<file path="config.mk">
export PLATFORM = sky130hd
export DESIGN_NAME = rgb_color_name_classifier_core
export DESIGN_NICKNAME = d
export VERILOG_FILES = /design/src/rtl/core/rgbc_pkg.sv /design/src/rtl/core/rgb_color_name_classifier_core.sv /design/src/rtl/core/rgbc_extract.sv /design/src/rtl/core/rgbc_measure.sv /design/src/rtl/core/rgbc_decide.sv
export SDC_FILE = /design/constraint.sdc
export NUM_CORES = 1
export LEC_CHECK = 0
export BUFFER_PORTS_ARGS = -buffer_cell sky130_fd_sc_hd__buf_4
export CAP_MARGIN = 20
export CORE_MARGIN = 5
export CORE_UTILIZATION = 25
export DETAILED_ROUTE_END_ITERATION = 16
export GPL_TIMING_DRIVEN = 0
export PLACE_DENSITY = 0.36
export SETUP_SLACK_MARGIN = 0.02
export SKIP_CTS_REPAIR_TIMING = 1
export SLEW_MARGIN = 30
export SYNTH_ARGS = -nofsm -noshare
export SYNTH_HDL_FRONTEND = slang
export SYNTH_SLANG_ARGS = --single-unit
</file>
<file path="constraint.sdc">
create_clock -name clk -period 13 [get_ports clk]
set_input_delay 1.3 -clock clk [delete_from_list [all_inputs] [get_ports clk]]
set_output_delay 1.3 -clock clk [all_outputs]
set_load 0.01 [all_outputs]
</file>
<file path="src/rtl/core/rgbc_pkg.sv">
// Shared types, constants and stage payloads of the RGB color classifier.
`default_nettype none
package rgbc_pkg;

	localparam int COMP_W = 8;   // one color component
	localparam int SUM_W  = 9;   // max + min
	localparam int HD_W   = 17;  // hue in degrees times delta, below 360 * 255
	localparam int LIT_W  = 16;  // 100 * (max + min)
	localparam int SAT_W  = 15;  // 100 * delta

	localparam int PCT_SCALE  = 100;
	localparam int LIGHT_FULL = 510;

	// Lightness and saturation thresholds in percent.
	localparam int L_BLACK_PCT = 12;
	localparam int L_WHITE_PCT = 92;
	localparam int S_WHITE_PCT = 15;
	localparam int S_GRAY_PCT  = 12;
	localparam int L_DARK_PCT  = 35;
	localparam int L_MID_PCT   = 65;

	// Hue bin edges in degrees.
	localparam int HUE_RED_LO    = 10;
	localparam int HUE_ORANGE    = 25;
	localparam int HUE_YELLOW    = 48;
	localparam int HUE_LIME      = 80;
	localparam int HUE_GREEN     = 160;
	localparam int HUE_CYAN      = 195;
	localparam int HUE_BLUE      = 255;
	localparam int HUE_PURPLE    = 290;
	localparam int HUE_PINK      = 330;
	localparam int HUE_RED_HI    = 350;

	typedef enum logic [3:0] {
		CLS_BLACK     = 4'd0,
		CLS_WHITE     = 4'd1,
		CLS_DARKGRAY  = 4'd2,
		CLS_GRAY      = 4'd3,
		CLS_LIGHTGRAY = 4'd4,
		CLS_RED       = 4'd5,
		CLS_ORANGE    = 4'd6,
		CLS_YELLOW    = 4'd7,
		CLS_LIME      = 4'd8,
		CLS_GREEN     = 4'd9,
		CLS_CYAN      = 4'd10,
		CLS_BLUE      = 4'd11,
		CLS_PURPLE    = 4'd12,
		CLS_PINK      = 4'd13
	} color_class_t;

	// Hue offset in degrees added to 60 times the signed component difference.
	typedef enum logic [1:0] {
		HBASE_0   = 2'd0,
		HBASE_120 = 2'd1,
		HBASE_240 = 2'd2,
		HBASE_360 = 2'd3
	} hue_base_t;

	typedef struct packed {
		logic [COMP_W-1:0]        delta;
		logic [SUM_W-1:0]         sum;
		logic [COMP_W-1:0]        den;
		logic signed [COMP_W:0]   diff;
		hue_base_t                base;
	} extract_t;

	typedef struct packed {
		logic            black;
		logic            white;
		logic            low_sat;
		logic            dark;
		logic            mid;
		logic [HD_W-1:0] hd;
		logic [COMP_W-1:0] delta;
	} measure_t;

endpackage
`default_nettype wire

</file>
<file path="src/rtl/core/rgb_color_name_classifier_core.sv">
// RGB pixel color classifier: one pixel in, one of fourteen color classes out.
//
// The slave stream carries one pixel per item: red, green and blue, eight bits each.
// The master stream returns one item per pixel holding the 4-bit color class
// (black, white, three grays, or one of nine hue bins with red wrapping around).
// Items leave in the order they arrived.
//
// The block is a three-stage pipeline: component max/min and hue sector, then
// lightness/saturation tests and the scaled hue, then hue bin compares into the
// output register. Each stage registers its result on the way to m_axis_tvalid, and
// one pixel is accepted every cycle while the receiver takes items.
//
// Each stage holds its item while the stage after it is full, so when the receiver
// stalls the pipeline fills and s_axis_tready drops only once all three stages hold
// an item; nothing is dropped or repeated. Reset empties the pipeline; there is no
// configuration and no other state.
`default_nettype none
module rgb_color_name_classifier_core (
	input  wire logic        clk,
	input  wire logic        arst_n,
	input  wire logic        s_axis_tvalid,
	output logic             s_axis_tready,
	input  wire logic [23:0] s_axis_tdata,   // red [7:0], green [15:8], blue [23:16]
	output logic             m_axis_tvalid,
	input  wire logic        m_axis_tready,
	output logic [7:0]       m_axis_tdata    // color_class [3:0], zeros [7:4]
);

	logic                   ext_valid;
	logic                   ext_ready;
	rgbc_pkg::extract_t     ext_data;
	logic                   mea_valid;
	logic                   mea_ready;
	rgbc_pkg::measure_t     mea_data;
	rgbc_pkg::color_class_t out_class;

	rgbc_extract u_extract (
		.clk       (clk),
		.arst_n    (arst_n),
		.in_valid  (s_axis_tvalid),
		.in_ready  (s_axis_tready),
		.red       (s_axis_tdata[7:0]),
		.green     (s_axis_tdata[15:8]),
		.blue      (s_axis_tdata[23:16]),
		.out_valid (ext_valid),
		.out_ready (ext_ready),
		.out_data  (ext_data)
	);

	rgbc_measure u_measure (
		.clk       (clk),
		.arst_n    (arst_n),
		.in_valid  (ext_valid),
		.in_ready  (ext_ready),
		.in_data   (ext_data),
		.out_valid (mea_valid),
		.out_ready (mea_ready),
		.out_data  (mea_data)
	);

	rgbc_decide u_decide (
		.clk       (clk),
		.arst_n    (arst_n),
		.in_valid  (mea_valid),
		.in_ready  (mea_ready),
		.in_data   (mea_data),
		.out_valid (m_axis_tvalid),
		.out_ready (m_axis_tready),
		.out_class (out_class)
	);

	assign m_axis_tdata = {4'b0000, out_class};

	// An empty output register always lets the pipeline take a new item.
	assert property (@(posedge clk) disable iff (!arst_n)
		!m_axis_tvalid |-> s_axis_tready)
		else $error("input stalled while the output register was empty");

	// With no back-pressure an accepted item passes the extract, measure and decide registers and reaches the output.
	assert property (@(posedge clk) disable iff (!arst_n)
		(s_axis_tvalid && s_axis_tready) ##1 m_axis_tready ##1 m_axis_tready |=> m_axis_tvalid)
		else $error("accepted item did not reach the output in time");

	// An item waiting in the last stage keeps the middle stage from draining into it.
	assert property (@(posedge clk) disable iff (!arst_n)
		(m_axis_tvalid && !m_axis_tready) |-> !mea_ready || !mea_valid)
		else $error("middle stage advanced into a stalled output register");

endmodule
`default_nettype wire

</file>
<file path="src/rtl/core/rgbc_extract.sv">
// First stage: max, min, delta, lightness sum, saturation denominator and hue sector.
`default_nettype none
module rgbc_extract (
	input  wire logic                     clk,
	input  wire logic                     arst_n,
	input  wire logic                     in_valid,
	output logic                          in_ready,
	input  wire logic [rgbc_pkg::COMP_W-1:0] red,
	input  wire logic [rgbc_pkg::COMP_W-1:0] green,
	input  wire logic [rgbc_pkg::COMP_W-1:0] blue,
	output logic                          out_valid,
	input  wire logic                     out_ready,
	output rgbc_pkg::extract_t            out_data
);

	logic                      valid_s1;
	rgbc_pkg::extract_t        data_s1;
	rgbc_pkg::extract_t        next;
	logic [rgbc_pkg::COMP_W-1:0] mx;
	logic [rgbc_pkg::COMP_W-1:0] mn;
	logic [rgbc_pkg::SUM_W-1:0]  sum;
	logic                      red_max;
	logic                      green_max;

	always_comb begin
		// Ties for the maximum go to red, then green.
		red_max   = (red >= green) && (red >= blue);
		green_max = !red_max && (green >= blue);
		mx = red_max ? red : (green_max ? green : blue);
		mn = (red < green) ? ((red < blue) ? red : blue) : ((green < blue) ? green : blue);
		sum = {1'b0, mx} + {1'b0, mn};

		next.delta = mx - mn;
		next.sum   = sum;
		next.den   = (sum > rgbc_pkg::SUM_W'(255)) ?
			rgbc_pkg::COMP_W'(rgbc_pkg::SUM_W'(rgbc_pkg::LIGHT_FULL) - sum) :
			rgbc_pkg::COMP_W'(sum);
		if (red_max) begin
			next.diff = $signed({1'b0, green}) - $signed({1'b0, blue});
			next.base = (green < blue) ? rgbc_pkg::HBASE_360 : rgbc_pkg::HBASE_0;
		end else if (green_max) begin
			next.diff = $signed({1'b0, blue}) - $signed({1'b0, red});
			next.base = rgbc_pkg::HBASE_120;
		end else begin
			next.diff = $signed({1'b0, red}) - $signed({1'b0, green});
			next.base = rgbc_pkg::HBASE_240;
		end
	end

	assign in_ready = !valid_s1 || out_ready;

	always_ff @(posedge clk or negedge arst_n) begin
		if (!arst_n) begin
			valid_s1 <= 1'b0;
		end else if (in_ready) begin
			valid_s1 <= in_valid;
		end
	end

	always_ff @(posedge clk) begin
		if (in_ready && in_valid) begin
			data_s1 <= next;
		end
	end

	assign out_valid = valid_s1;
	assign out_data  = data_s1;

endmodule
`default_nettype wire

</file>
<file path="src/rtl/core/rgbc_measure.sv">
// Second stage: lightness and saturation tests and the scaled hue.
`default_nettype none
module rgbc_measure (
	input  wire logic               clk,
	input  wire logic               arst_n,
	input  wire logic               in_valid,
	output logic                    in_ready,
	input  wire rgbc_pkg::extract_t in_data,
	output logic                    out_valid,
	input  wire logic               out_ready,
	output rgbc_pkg::measure_t      out_data
);

	localparam int HW = rgbc_pkg::HD_W + 2;

	logic                          valid_s2;
	rgbc_pkg::measure_t            data_s2;
	rgbc_pkg::measure_t            next;
	logic [rgbc_pkg::LIT_W-1:0]    lit;
	logic [rgbc_pkg::SAT_W-1:0]    sat;
	logic [rgbc_pkg::SAT_W-1:0]    den_white;
	logic [rgbc_pkg::SAT_W-1:0]    den_gray;
	logic [rgbc_pkg::COMP_W:0]     base_deg;
	logic [rgbc_pkg::HD_W-1:0]     base_prod;
	logic signed [HW-1:0]          diff60;
	logic signed [HW-1:0]          hd_full;

	always_comb begin
		lit = rgbc_pkg::LIT_W'(in_data.sum) * rgbc_pkg::LIT_W'(rgbc_pkg::PCT_SCALE);
		sat = rgbc_pkg::SAT_W'(in_data.delta) * rgbc_pkg::SAT_W'(rgbc_pkg::PCT_SCALE);
		den_white = rgbc_pkg::SAT_W'(in_data.den) * rgbc_pkg::SAT_W'(rgbc_pkg::S_WHITE_PCT);
		den_gray  = rgbc_pkg::SAT_W'(in_data.den) * rgbc_pkg::SAT_W'(rgbc_pkg::S_GRAY_PCT);

		case (in_data.base)
			rgbc_pkg::HBASE_120: base_deg = (rgbc_pkg::COMP_W+1)'(120);
			rgbc_pkg::HBASE_240: base_deg = (rgbc_pkg::COMP_W+1)'(240);
			rgbc_pkg::HBASE_360: base_deg = (rgbc_pkg::COMP_W+1)'(360);
			default:             base_deg = '0;
		endcase
		base_prod = rgbc_pkg::HD_W'(base_deg) * rgbc_pkg::HD_W'(in_data.delta);
		diff60    = HW'(in_data.diff) * HW'(60);
		// The sum is never negative, so its low bits are the hue times delta.
		hd_full   = diff60 + $signed(HW'(base_prod));

		next.black = lit < rgbc_pkg::LIT_W'(rgbc_pkg::L_BLACK_PCT * rgbc_pkg::LIGHT_FULL);
		next.white = (lit > rgbc_pkg::LIT_W'(rgbc_pkg::L_WHITE_PCT * rgbc_pkg::LIGHT_FULL)) &&
			((in_data.delta == '0) || (sat < den_white));
		next.low_sat = (in_data.delta == '0) || (sat < den_gray);
		next.dark  = lit < rgbc_pkg::LIT_W'(rgbc_pkg::L_DARK_PCT * rgbc_pkg::LIGHT_FULL);
		next.mid   = lit < rgbc_pkg::LIT_W'(rgbc_pkg::L_MID_PCT * rgbc_pkg::LIGHT_FULL);
		next.hd    = hd_full[rgbc_pkg::HD_W-1:0];
		next.delta = in_data.delta;
	end

	assign in_ready = !valid_s2 || out_ready;

	always_ff @(posedge clk or negedge arst_n) begin
		if (!arst_n) begin
			valid_s2 <= 1'b0;
		end else if (in_ready) begin
			valid_s2 <= in_valid;
		end
	end

	always_ff @(posedge clk) begin
		if (in_ready && in_valid) begin
			data_s2 <= next;
		end
	end

	assign out_valid = valid_s2;
	assign out_data  = data_s2;

endmodule
`default_nettype wire

</file>
<file path="src/rtl/core/rgbc_decide.sv">
// Third stage: hue bin compares and the final class priority, into the output register.
`default_nettype none
module rgbc_decide (
	input  wire logic               clk,
	input  wire logic               arst_n,
	input  wire logic               in_valid,
	output logic                    in_ready,
	input  wire rgbc_pkg::measure_t in_data,
	output logic                    out_valid,
	input  wire logic               out_ready,
	output rgbc_pkg::color_class_t  out_class
);

	localparam int HW = rgbc_pkg::HD_W;

	logic                   valid_s3;
	rgbc_pkg::color_class_t class_s3;
	rgbc_pkg::color_class_t next;
	rgbc_pkg::color_class_t hue_class;
	logic [HW-1:0]          d;

	function automatic logic below(input logic [HW-1:0] hd, input logic [HW-1:0] dv,
			input int deg);
		logic [HW-1:0] lim;
		lim = HW'(deg) * dv;
		return hd < lim;
	endfunction

	always_comb begin
		d = HW'(in_data.delta);
		if (below(in_data.hd, d, rgbc_pkg::HUE_RED_LO) ||
				!below(in_data.hd, d, rgbc_pkg::HUE_RED_HI)) begin
			hue_class = rgbc_pkg::CLS_RED;
		end else if (below(in_data.hd, d, rgbc_pkg::HUE_ORANGE)) begin
			hue_class = rgbc_pkg::CLS_ORANGE;
		end else if (below(in_data.hd, d, rgbc_pkg::HUE_YELLOW)) begin
			hue_class = rgbc_pkg::CLS_YELLOW;
		end else if (below(in_data.hd, d, rgbc_pkg::HUE_LIME)) begin
			hue_class = rgbc_pkg::CLS_LIME;
		end else if (below(in_data.hd, d, rgbc_pkg::HUE_GREEN)) begin
			hue_class = rgbc_pkg::CLS_GREEN;
		end else if (below(in_data.hd, d, rgbc_pkg::HUE_CYAN)) begin
			hue_class = rgbc_pkg::CLS_CYAN;
		end else if (below(in_data.hd, d, rgbc_pkg::HUE_BLUE)) begin
			hue_class = rgbc_pkg::CLS_BLUE;
		end else if (below(in_data.hd, d, rgbc_pkg::HUE_PURPLE)) begin
			hue_class = rgbc_pkg::CLS_PURPLE;
		end else if (below(in_data.hd, d, rgbc_pkg::HUE_PINK)) begin
			hue_class = rgbc_pkg::CLS_PINK;
		end else begin
			hue_class = rgbc_pkg::CLS_RED;
		end

		if (in_data.black) begin
			next = rgbc_pkg::CLS_BLACK;
		end else if (in_data.white) begin
			next = rgbc_pkg::CLS_WHITE;
		end else if (in_data.low_sat) begin
			if (in_data.dark) begin
				next = rgbc_pkg::CLS_DARKGRAY;
			end else if (in_data.mid) begin
				next = rgbc_pkg::CLS_GRAY;
			end else begin
				next = rgbc_pkg::CLS_LIGHTGRAY;
			end
		end else begin
			next = hue_class;
		end
	end

	assign in_ready = !valid_s3 || out_ready;

	always_ff @(posedge clk or negedge arst_n) begin
		if (!arst_n) begin
			valid_s3 <= 1'b0;
		end else if (in_ready) begin
			valid_s3 <= in_valid;
		end
	end

	always_ff @(posedge clk) begin
		if (in_ready && in_valid) begin
			class_s3 <= next;
		end
	end

	assign out_valid = valid_s3;
	assign out_class = class_s3;

endmodule
`default_nettype wire
</file>
Word level (Yosys, flattened, before mapping)
Cells that the tools add are included.
- add/sub/neg operators: 7
- mux-type cells: 23
- equality and inequality tests: 3
- magnitude comparators: 23
- multiply operators: 16
- reductions and logical operators: 19
- operators with widths (cell ; count):
    multiplier 8 x 8 -> 16 bit (first input constant) ; 5
    < comparator 17 x 16 -> 1 bit ; 3
    < comparator 17 bit ; 3
    two-way mux 8 bit ; 6
    two-way mux 4 bit ; 11
    multiplier 3 x 8 -> 11 bit (first input constant) ; 3
    < comparator 15 x 12 -> 1 bit ; 2
    multiplier 9 x 5 -> 14 bit (second input constant) ; 2
    one-hot mux 9 bit (3 select lines) ; 1
    subtractor 8 x 8 -> 9 bit ; 3
    greater-or-equal comparator 8 bit ; 3
    < comparator 8 bit ; 3
    two-way mux 11 bit ; 2
    adder 17 bit ; 1
    < comparator 17 x 12 -> 1 bit ; 1
    < comparator 17 x 13 -> 1 bit ; 1
    < comparator 17 x 14 -> 1 bit ; 1
    < comparator 17 x 15 -> 1 bit ; 1
    multiplier 9 x 8 -> 17 bit ; 1
    greater-than comparator 16 bit (second input constant) ; 1
    < comparator 16 x 13 -> 1 bit (second input constant) ; 1
    < comparator 16 x 15 -> 1 bit (second input constant) ; 1
    < comparator 16 bit (second input constant) ; 1
    multiplier 5 x 8 -> 13 bit (first input constant) ; 1
    18 further kinds ; 33
- input port bits: 28
- output and inout port bits: 10
- register bits: 73

Logic depth before layout (Yosys ltp)
Gate-level depths: netlist of run 1.
- depth after elaboration: 13
- mapped depth: 25

By module
From an unflattened synthesis of run 1, not the netlist that was laid out.
- cells, all modules: 2086
- area total of the unflattened synthesis: 19065.8 µm²
- by module, submodules not included (module ; area each (µm²) ; times used ; cells an instance):
    rgbc_decide ; 8349.3 ; 1 ; 952
    rgbc_measure ; 6955.4 ; 1 ; 743
    rgbc_extract ; 3727.3 ; 1 ; 386
    rgb_color_name_classifier_core ; 33.8 ; 1 ; 5

Least setup slack after synthesis of run 1
OpenSTA, ideal clock, no wires.
- kind: flip-flop to flip-flop
- from: reg u_measure.data_s2, in the netlist u_measure.out_data[6]
- to: reg u_decide.class_s3[1] (netlist: u_decide.out_class[1]) (data pin)
- path slack: 6786 ps
- stages on the path, launching flop included: 23
- setup time: 207 ps
- buffers on the path: 0
- arrival time: 6007 ps
- period minus slack after synthesis: 6214 ps
- cell sequence: edfxtp_1 -> fa_1 -> inv_1 -> fa_1 -> inv_1 -> ha_1 -> xnor2_1 -> fa_1 -> inv_1 -> ha_1 -> or3_1 -> a41oi_1 -> nor2_1 -> o21a_1 -> o41ai_1 -> xor2_1 -> ha_1 -> a21o_1 -> a211oi_1 -> nand2_1 -> o21ai_0 -> a211oi_1 -> a2111oi_0
- longest elaborated chain between the ends: 11
- elaborated cells between the ends (all ways): 29
- those cells by class: mul: 9; order compare: 9; mux: 9; reduce/logical: 2
- ends and longest elaborated chain (element ; line ; RTL):
    start: declaration ; rgbc_measure.sv:17 ; rgbc_pkg::measure_t data_s2;
    start signal: assignment ; rgbc_measure.sv:67 ; data_s2 <= next;
    multiplier 8 x 8 -> 16 bit ; rgbc_decide.sv:25 ; lim = HW'(deg) * dv;
    < comparator 17 bit ; rgbc_decide.sv:26 ; return hd < lim;
    two-way mux 4 bit ; rgbc_decide.sv:46 ; end else if (below(in_data.hd, d, rgbc_pkg::HUE_PURPLE)) begin
    two-way mux 4 bit ; rgbc_decide.sv:44 ; end else if (below(in_data.hd, d, rgbc_pkg::HUE_BLUE)) begin
    two-way mux 4 bit ; rgbc_decide.sv:42 ; end else if (below(in_data.hd, d, rgbc_pkg::HUE_CYAN)) begin
    two-way mux 4 bit ; rgbc_decide.sv:40 ; end else if (below(in_data.hd, d, rgbc_pkg::HUE_GREEN)) begin
    two-way mux 4 bit ; rgbc_decide.sv:38 ; end else if (below(in_data.hd, d, rgbc_pkg::HUE_LIME)) begin
    two-way mux 4 bit ; rgbc_decide.sv:36 ; end else if (below(in_data.hd, d, rgbc_pkg::HUE_YELLOW)) begin
    two-way mux 4 bit ; rgbc_decide.sv:34 ; end else if (below(in_data.hd, d, rgbc_pkg::HUE_ORANGE)) begin
    two-way mux 4 bit (*) ; rgbc_decide.sv:31 ; if (below(in_data.hd, d, rgbc_pkg::HUE_RED_LO) ||
    two-way mux 4 bit (*) ; rgbc_decide.sv:58 ; end else if (in_data.low_sat) begin
    end signal: assignment ; rgbc_decide.sv:83 ; class_s3 <= next;
    end: declaration ; rgbc_decide.sv:17 ; rgbc_pkg::color_class_t class_s3;
Every way passes the cells marked *; elsewhere a longest branch is shown, timed or not.
A chain may end at the register's enable or synchronous reset.

Final worst setup path of run 1
- from: reg u_measure.data_s2, in the netlist u_measure.out_data[7]
- to: reg u_decide.class_s3[1] (netlist: u_decide.out_class[1]) (data pin)
The elaborated chain is that of the path after synthesis.

==> results of run 1 <==
==> stage by stage <==
stage / area [um^2] / hold slack, ps / setup slack, ps
detailed placement: 20000 / 470 / 5390
global placement: 19900 / 471 / 5250
global route: 20300 / 530 / 4860
finish: 20300 / 481 / 5400
CTS: 20300 / 485 / 5320
floorplan: 18500 / 433 / 6790
==> metal layers <==
layer  global-route usage  wire [um]  vias to the layer above
met1                0.174      24400                     6604
met5                    0          0                        -
met4               0.0213        636                        0
li1                     -          -                     7111
met3              0.00919        528                       29
met2                0.228      24200                       92
==> layout make-up <==
| cell class | instances | area share |
|---|---|---|
| flip-flops and latches | 69 | 0.101 |
| inverters | 356 | 0.0658 |
| multi-input cells | 1594 | 0.740 |
| clock buffers | 11 | 0.0115 |
| repair buffers | 38 | 0.0158 |
| well taps | 959 | 0.0591 |
| clock inverters | 5 | 0.00253 |
| plain buffers | 16 | 0.00401 |
==> cell usage in the layout, fill, tap and decap left out, types with 6 or more instances in the layout <==
master / n
mux2i_1: 15
o21bai_1: 26
nand2_1: 73
inv_1: 355
nor2b_1: 28
clkbuf_16: 9
a2111oi_0: 6
and2_1: 20
clkbuf_1: 10
or3_1: 11
o31a_1: 8
nand2b_1: 28
a211o_1: 7
edfxtp_1: 66
ha_1: 483
nand3_1: 12
a21oi_1: 128
o21ai_0: 94
nor3_1: 25
a21o_1: 44
a211oi_1: 20
xnor2_1: 81
buf_4: 38
o21a_1: 31
or2_2: 13
o211ai_1: 11
fa_1: 138
nand4_1: 16
nor2_1: 101
o22a_1: 6
xor2_1: 70
a31oi_1: 19
==> worst min path at each step <==
stage	end	slack (ps)	cells past startpoint
2_1_floorplan	u_measure.out_data[10]$_DFFE_PP_	430	0
3_3_place_gp	u_measure.out_valid$_DFFE_PN0P_	470	1
3_5_place_dp	u_measure.out_valid$_DFFE_PN0P_	470	1
4_1_cts	u_measure.out_valid$_DFFE_PN0P_	480	1
5_1_grt	u_measure.out_valid$_DFFE_PN0P_	530	1
6_report	u_measure.out_valid$_DFFE_PN0P_	480	1
==> sequential cells by signal, indices dropped and copies added, names as in the netlist <==
| register | cells |
|---|---|
| u_extract.out_valid | 1 |
| u_decide.out_valid | 1 |
| u_measure.out_data | 28 |
| u_measure.out_valid | 1 |
| u_decide.out_class | 4 |
| u_extract.out_data | 34 |
==> logic make-up after synthesis <==
family / after synthesis
other: 1
adder cells (fa/ha/maj): 621
buffers and inverters: 372
multiplexers: 17
AO/OA/AOI/OAI: 451
AND/OR/NAND/NOR: 349
XOR/XNOR: 152
flip-flops: 69
==> worst max-delay path: cells and delay by family, from the launching register on <==
family                     cells  cell delay, ps
AOI/OAI and AO/OA              8            2430
xor gates and xnor gates       2             350
adders and majority gates      6            2960
buffers and inverters          3             320
DFF                            1             770
and+or+nand+nor                3             500
==> results.cfg, run 1 <==
[clocking]
clk_pin_slew_worst_paths_ps = 60
clock_sinks = 69
h-tree-depth = 3
cts_tree = done
clkLatencyLatePin_ps = 350
cts_buffers = 9
cts-root-buf = clkbuf_16
cts_buffer_depth = 2

[global_route]
grtUsageTotal = 0.128
grt_pass1_vias = 14575
antenna_found_initial = 0
grt_max_degree = 29
grt_pass1_wl_mm = 81.1
grt.overflow.total = 0

[synthesis]
synth_commonest_cells = ha_1, inv_1, fa_1
ys_async_sr_fraction = 0.0435
yosysTopAreaCell = ha_1
synthFlopType = edfxtp_1
syn_area_mm2 = 0.0185
synth_top_area_share = 0.327
synth_simple_gate_area_frac = 0.0942
muxShareOfSynthArea = 0.00934
yosysWarnings = 0
synth_top_family_by_area = adder cells
synthTopCellsByArea = ha_1, fa_1, edfxtp_1
syn_area_per_cell_um2 = 9.09
seq_area_frac_synth = 0.111
yosysUniqueCellTypes = 77
ys_ff_latch = 69
synth-compound-area-share = 0.159
synth-edff-count = 66
synth_fa_ha_area_frac = 0.477
synthCells = 2032
synth_xor_area_frac = 0.0724
post-synth-top-count-cell = ha_1

[die]
io_pins = 38
start_util = 0.253
dieArea_mm2 = 0.0795
row_count = 99
coreArea_mm2 = 0.0731
die-height_um = 282
die_x_um = 282

[worst_setup_path]
r2r-start = u_measure.out_data[7]$_DFFE_PP_
cpMaxStageDelayCell = fa_1
cp-endpoint = u_decide.out_class[1]$_SDFFCE_PP0P_
r2r-end = u_decide.out_class[1]$_SDFFCE_PP0P_
cp_max_fo = 15
crit_start = u_measure.out_data[7]$_DFFE_PP_
startpoint_type = flop
rrSetupSlack_ps = 5400
slowest_delay_ps = 900
path_cells = fa_1 > inv_1 > fa_1 > inv_1 > ha_1 > xnor2_1 > fa_1 > inv_1 > ha_1 > or3_1 > a41oi_1 > nor2_1 > o21a_1 > o41ai_1 > xor2_1 > ha_1 > a21o_1 > a211oi_1 > nand2_1 > o21ai_0 > a211oi_1 > a2111oi_0
critical_path_arrival_ps = 7700
r2r_cells = 22
setup.worst_path.class = reg2reg
critPathRequiredTime_ps = 13100
end_kind = flop

[final_layout]
antennaDiodeCount = 0
final_util = 0.278
regArea_mm2 = 0.00206
syn_to_final_growth_pct = 9.87
fin_nets = 2733
fin_cells = 3048
multi_input_area_mm2 = 0.0150
fillers = 7793
drive_gt1_frac = 0.0436

[drt]
drt-wirelength-per-cell_um = 16.3
drtPass1Iterations = 5
num_vias = 13836
totalWireLength_mm = 49.8
drcViolationCount = 0
antenna_left = 0
drt-initial-drc-count = 343
viasPerCell = 4.54

[placed_design]
place_inst = 3032
gp_routability_congestion = 0.793
placement.io_buffers = 33
hpwlAfterDp_mm = 42.5

[timing]
rsz0062_at_grt = false
slew-limit-headroom = 0.347
fin_skew_ps = 6.60
setup_viol = 0
worstMarginPinSlew_ps = 979
max_freq_ghz = 0.132
slew_viol_final = 0
hold_viol_final = 0
period_needed_ps = 7600
period_share = 0.585
finalSetupTns_ps = 0

[run]
cap_violations = 0

[min_path]
hold_class = reg2reg
hold_path.startpoint = u_extract.out_valid$_DFFE_PN0N_

[status]
outcome = completed
Power of run 1 is not shown: default switching activity piles up to over one toggle a cycle in this logic, so the estimate is an artifact.
==> run 2, diff against run 1 <==
clock period = 7.75 ns   (was 13 ns; I/O delays follow)
==> results.cfg, run 2 (synthesis results as in run 1) <==
[drt]
drt-initial-drc-count = 374
drtPass1Iterations = 5
drt-wirelength-per-cell_um = 16.3
num_vias = 13839
antenna_left = 0
totalWireLength_mm = 49.8
viasPerCell = 4.54
drcViolationCount = 0

[die]
die_x_um = 282
dieArea_mm2 = 0.0795
coreArea_mm2 = 0.0731
io_pins = 38
start_util = 0.253
die-height_um = 282
row_count = 99

[timing]
setup_viol = 0
slew-limit-headroom = 0.340
worstMarginPinSlew_ps = 990
max_freq_ghz = 0.139
finalSetupTns_ps = 0
rsz0062_at_grt = false
hold_viol_final = 0
slew_viol_final = 0
fin_skew_ps = 4.99
period_share = 0.927
period_needed_ps = 7180

[clocking]
cts-root-buf = clkbuf_16
clkLatencyLatePin_ps = 350
cts_tree = done
cts_buffers = 9
clk_pin_slew_worst_paths_ps = 60
cts_buffer_depth = 2
clock_sinks = 69
h-tree-depth = 3

[worst_setup_path]
r2r-start = u_measure.out_data[2]$_DFFE_PP_
end_kind = flop
crit_start = u_measure.out_data[2]$_DFFE_PP_
startpoint_type = flop
cp_max_fo = 13
critPathRequiredTime_ps = 7880
cpMaxStageDelayCell = fa_1
path_delay_family = adder cells
path_buf_inv = 3
critical_path_arrival_ps = 7310
setup.worst_path.class = reg2reg
slowest_delay_ps = 900
path_cells = fa_1 > inv_1 > fa_1 > inv_1 > ha_1 > xnor2_1 > fa_1 > inv_1 > ha_1 > or3_1 > a41oi_1 > nor2_1 > o21a_1 > o41ai_1 > xor2_1 > ha_1 > a21o_1 > a211oi_1 > nand2_1 > o21ai_1 > a211oi_1 > a2111oi_1

[global_route]
grt.overflow.total = 0
grt_pass1_wl_mm = 81.1
grt_pass1_vias = 14575
antenna_found_initial = 0
grt_max_degree = 29
grtUsageTotal = 0.128

[run]
cap_violations = 0

[final_layout]
regArea_mm2 = 0.00206
layout_commonest_cell = ha_1
largest_reg_flops = 34
multi_input_area_mm2 = 0.0150
mostFrequentLayoutCells = ha_1, inv_1, fa_1, a21oi_1, nor2_1
drive_gt1_frac = 0.0450
syn_to_final_growth_pct = 9.97
antennaDiodeCount = 0
fillers = 7793
fin_nets = 2735

[placed_design]
placement.io_buffers = 33
gp_routability_congestion = 0.793
hpwlAfterDp_mm = 42.5

[min_path]
hold_class = in2async

[status]
outcome = completed
-- run 2: worst paths after layout --
path                                                       end  cells after the start  slack, ps
max                        u_decide.out_class[1]$_SDFFCE_PP0P_                     22        570
min                            u_extract.out_valid$_DFFE_PN0N_                      1        200
max reg2reg                u_decide.out_class[1]$_SDFFCE_PP0P_                     22        570
min reg2reg                    u_measure.out_valid$_DFFE_PN0P_                      1        480
max in group asynchronous      u_measure.out_valid$_DFFE_PN0P_                      1       7460
min in group clk               u_measure.out_valid$_DFFE_PN0P_                      1        480
-- run 2: routing by layer --
metal,wire (um),vias up,GRT usage,share of wire
met3,546,29,0.00919,0.011
met4,636,0,0.0213,0.013
met2,24200,91,0.228,0.49
met5,0,-,0,0
li1,-,7126,-,-
met1,24400,6593,0.174,0.49
-- run 2: area by class of cell --
cell class | instances | area share
Multi-Input combinational cell | 1594 | 0.740
Sequential cell | 69 | 0.101
Inverter | 356 | 0.0658
Tap cell | 959 | 0.0590
Timing Repair Buffer | 40 | 0.0165
Clock buffer | 11 | 0.0115
Buffer | 16 | 0.00400
Clock inverter | 5 | 0.00252
-- run 2: stage by stage --
stage	utilization	cell area, um^2	worst slack [ps]	instances	hold slack [ps]
2_1_floorplan	-	18500	1540	2035	433
3_3_place_gp	0.273	19900	4.03	3027	471
3_5_place_dp	0.274	20000	141	3032	470
4_1_cts	0.278	20300	73.6	3048	174
5_1_grt	0.278	20300	82.9	3050	181
6_report	0.278	20300	566	3050	202
-- run 2: worst reg2reg max path, stage by stage, from the launching register on --
cell and delay [ps]:
edfxtp_1 760, fa_1 910, inv_1 100, fa_1 550, inv_1 60, ha_1 320
xnor2_1 160, fa_1 520, inv_1 50, ha_1 330, or3_1 320, a41oi_1 360
nor2_1 80, o21a_1 210, o41ai_1 400, xor2_1 200, ha_1 260, a21o_1 160
a211oi_1 230, nand2_1 110, o21ai_1 330, a211oi_1 130, a2111oi_1 410
Power of run 2 is left out for the same reason.
==> run 3, diff against run 2 <==
CORE_MARGIN = 4   (was 5)
GPL_TIMING_DRIVEN = unset   (was 0)
==> results.cfg, run 3 (synthesis results as in run 1) <==
[global_route]
grt_pass1_vias = 14677
grt.overflow.total = 0
grt_util_met3 = 0.0107
antenna_found_initial = 0
grt_max_degree = 39
grtUsageTotal = 0.131
grt_pass1_wl_mm = 80.6
top_usage_layer = met2
met2_usage = 0.232
met1_usage = 0.172

[drt]
drcViolationCount = 0
antenna_left = 0
num_vias = 13711
drt-wirelength-per-cell_um = 16.5
drtPass1Iterations = 4
drt-initial-drc-count = 417
viasPerCell = 4.51
totalWireLength_mm = 50.1

[die]
row_count = 99
dieArea_mm2 = 0.0783
start_util = 0.253
die-height_um = 280
coreArea_mm2 = 0.0731
die_x_um = 280
io_pins = 38

[timing]
fin_skew_ps = 14.8
max_freq_ghz = 0.155
period_needed_ps = 6450
worstMarginPinSlew_ps = 970
setup_viol = 0
finalSetupTns_ps = 0
period_share = 0.832
rsz0062_at_grt = false
slew_viol_final = 0
hold_viol_final = 0
slew-limit-headroom = 0.347

[placed_design]
placement.io_buffers = 33
gp_routability_congestion = 0.807
hpwlAfterDp_mm = 42.9

[final_layout]
largest_reg_flops = 34
layout_commonest_cell = ha_1
antennaDiodeCount = 0
mostFrequentLayoutCells = ha_1, inv_1, fa_1, a21oi_1, nor2_1
syn_to_final_growth_pct = 9.60
drive_gt1_frac = 0.0442
fin_nets = 2728

[clocking]
cts-root-buf = clkbuf_16
cts_buffer_depth = 2
clock_sinks = 69
cts_tree = done
cts_buffers = 9
clk_pin_slew_worst_paths_ps = 60
h-tree-depth = 3
clkLatencyLatePin_ps = 360

[worst_setup_path]
setup.worst_path.class = reg2reg
critPathRequiredTime_ps = 7890
critical_path_arrival_ps = 6590
end_kind = flop
cp_max_fo = 6
r2r-start = u_measure.out_data[5]$_DFFE_PP_
startpoint_type = flop
r2r_cells = 22
rrSetupSlack_ps = 1300
r2r-end = u_decide.out_class[3]$_SDFFCE_PP0P_

[min_path]
hold_class = in2async

[status]
outcome = completed

[run]
cap_violations = 0
==> run 3: worst max path at each step <==
| stage | cells past startpoint | from | slack (ps) | endpoint |
|---|---|---|---|---|
| final | 22 | u_measure.out_data[5]$_DFFE_PP_ | 1300 | u_decide.out_class[3]$_SDFFCE_PP0P_ |
| after global routing | 22 | u_measure.out_data[5]$_DFFE_PP_ | 610 | u_decide.out_class[1]$_SDFFCE_PP0P_ |
| after CTS | 24 | u_extract.out_data[4]$_DFFE_PP_ | 1250 | u_measure.out_data[24]$_DFFE_PP_ |
| after detailed placement | 22 | u_measure.out_data[5]$_DFFE_PP_ | 1270 | u_decide.out_class[3]$_SDFFCE_PP0P_ |
| after global placement | 24 | u_extract.out_data[4]$_DFFE_PP_ | 1260 | u_measure.out_data[24]$_DFFE_PP_ |
| after floorplan | 22 | u_measure.out_data[6]$_DFFE_PP_ | 1540 | u_decide.out_class[1]$_SDFFCE_PP0P_ |
==> run 3: stage by stage <==
step                instance area, um^2   util  hold WS, ps  cells  setup slack [ps]
floorplan                         18500      -          433   2035              1540
global placement                  20000  0.273          454   3027              1260
detailed placement                20000  0.273          468   3027              1270
CTS                               20300  0.277          173   3041              1250
global route                      20300  0.277          180   3041               606
finish                            20300  0.277          203   3041              1300
==> run 3: per-layer routing <==
metal / vias to the layer above / share of wire / wire length [um]
met3: 44 / 0.014 / 717
met5: - / 0 / 0
met4: 0 / 0.021 / 1030
met1: 6463 / 0.48 / 24200
met2: 106 / 0.48 / 24100
li1: 7098 / - / -
==> run 3: critical path, cell delays in order, from the launching register on <==
cell,delay [ps]
edfxtp_1,420
fa_1,760
inv_1,210
fa_1,570
inv_1,40
ha_1,310
xnor2_1,160
fa_1,510
inv_1,40
ha_1,330
or3_1,320
a41oi_1,300
nor2_1,80
o21a_1,200
o41ai_1,320
xor2_1,190
ha_1,250
a21o_1,160
a211oi_1,210
nand2_1,100
o21ai_0,240
nor3_1,100
a2111oi_1,390
==> run 3: cell type report <==
class,instances,area (um^2)
clock buffers,11,233
clock inverters,3,38.8
fillers,7838,52800
inverters,356,1340
multi-input cells,1594,15000
flip-flops and latches,69,2060
well taps,959,1200
repair buffers,49,368
Power of run 3 is left out for the same reason.
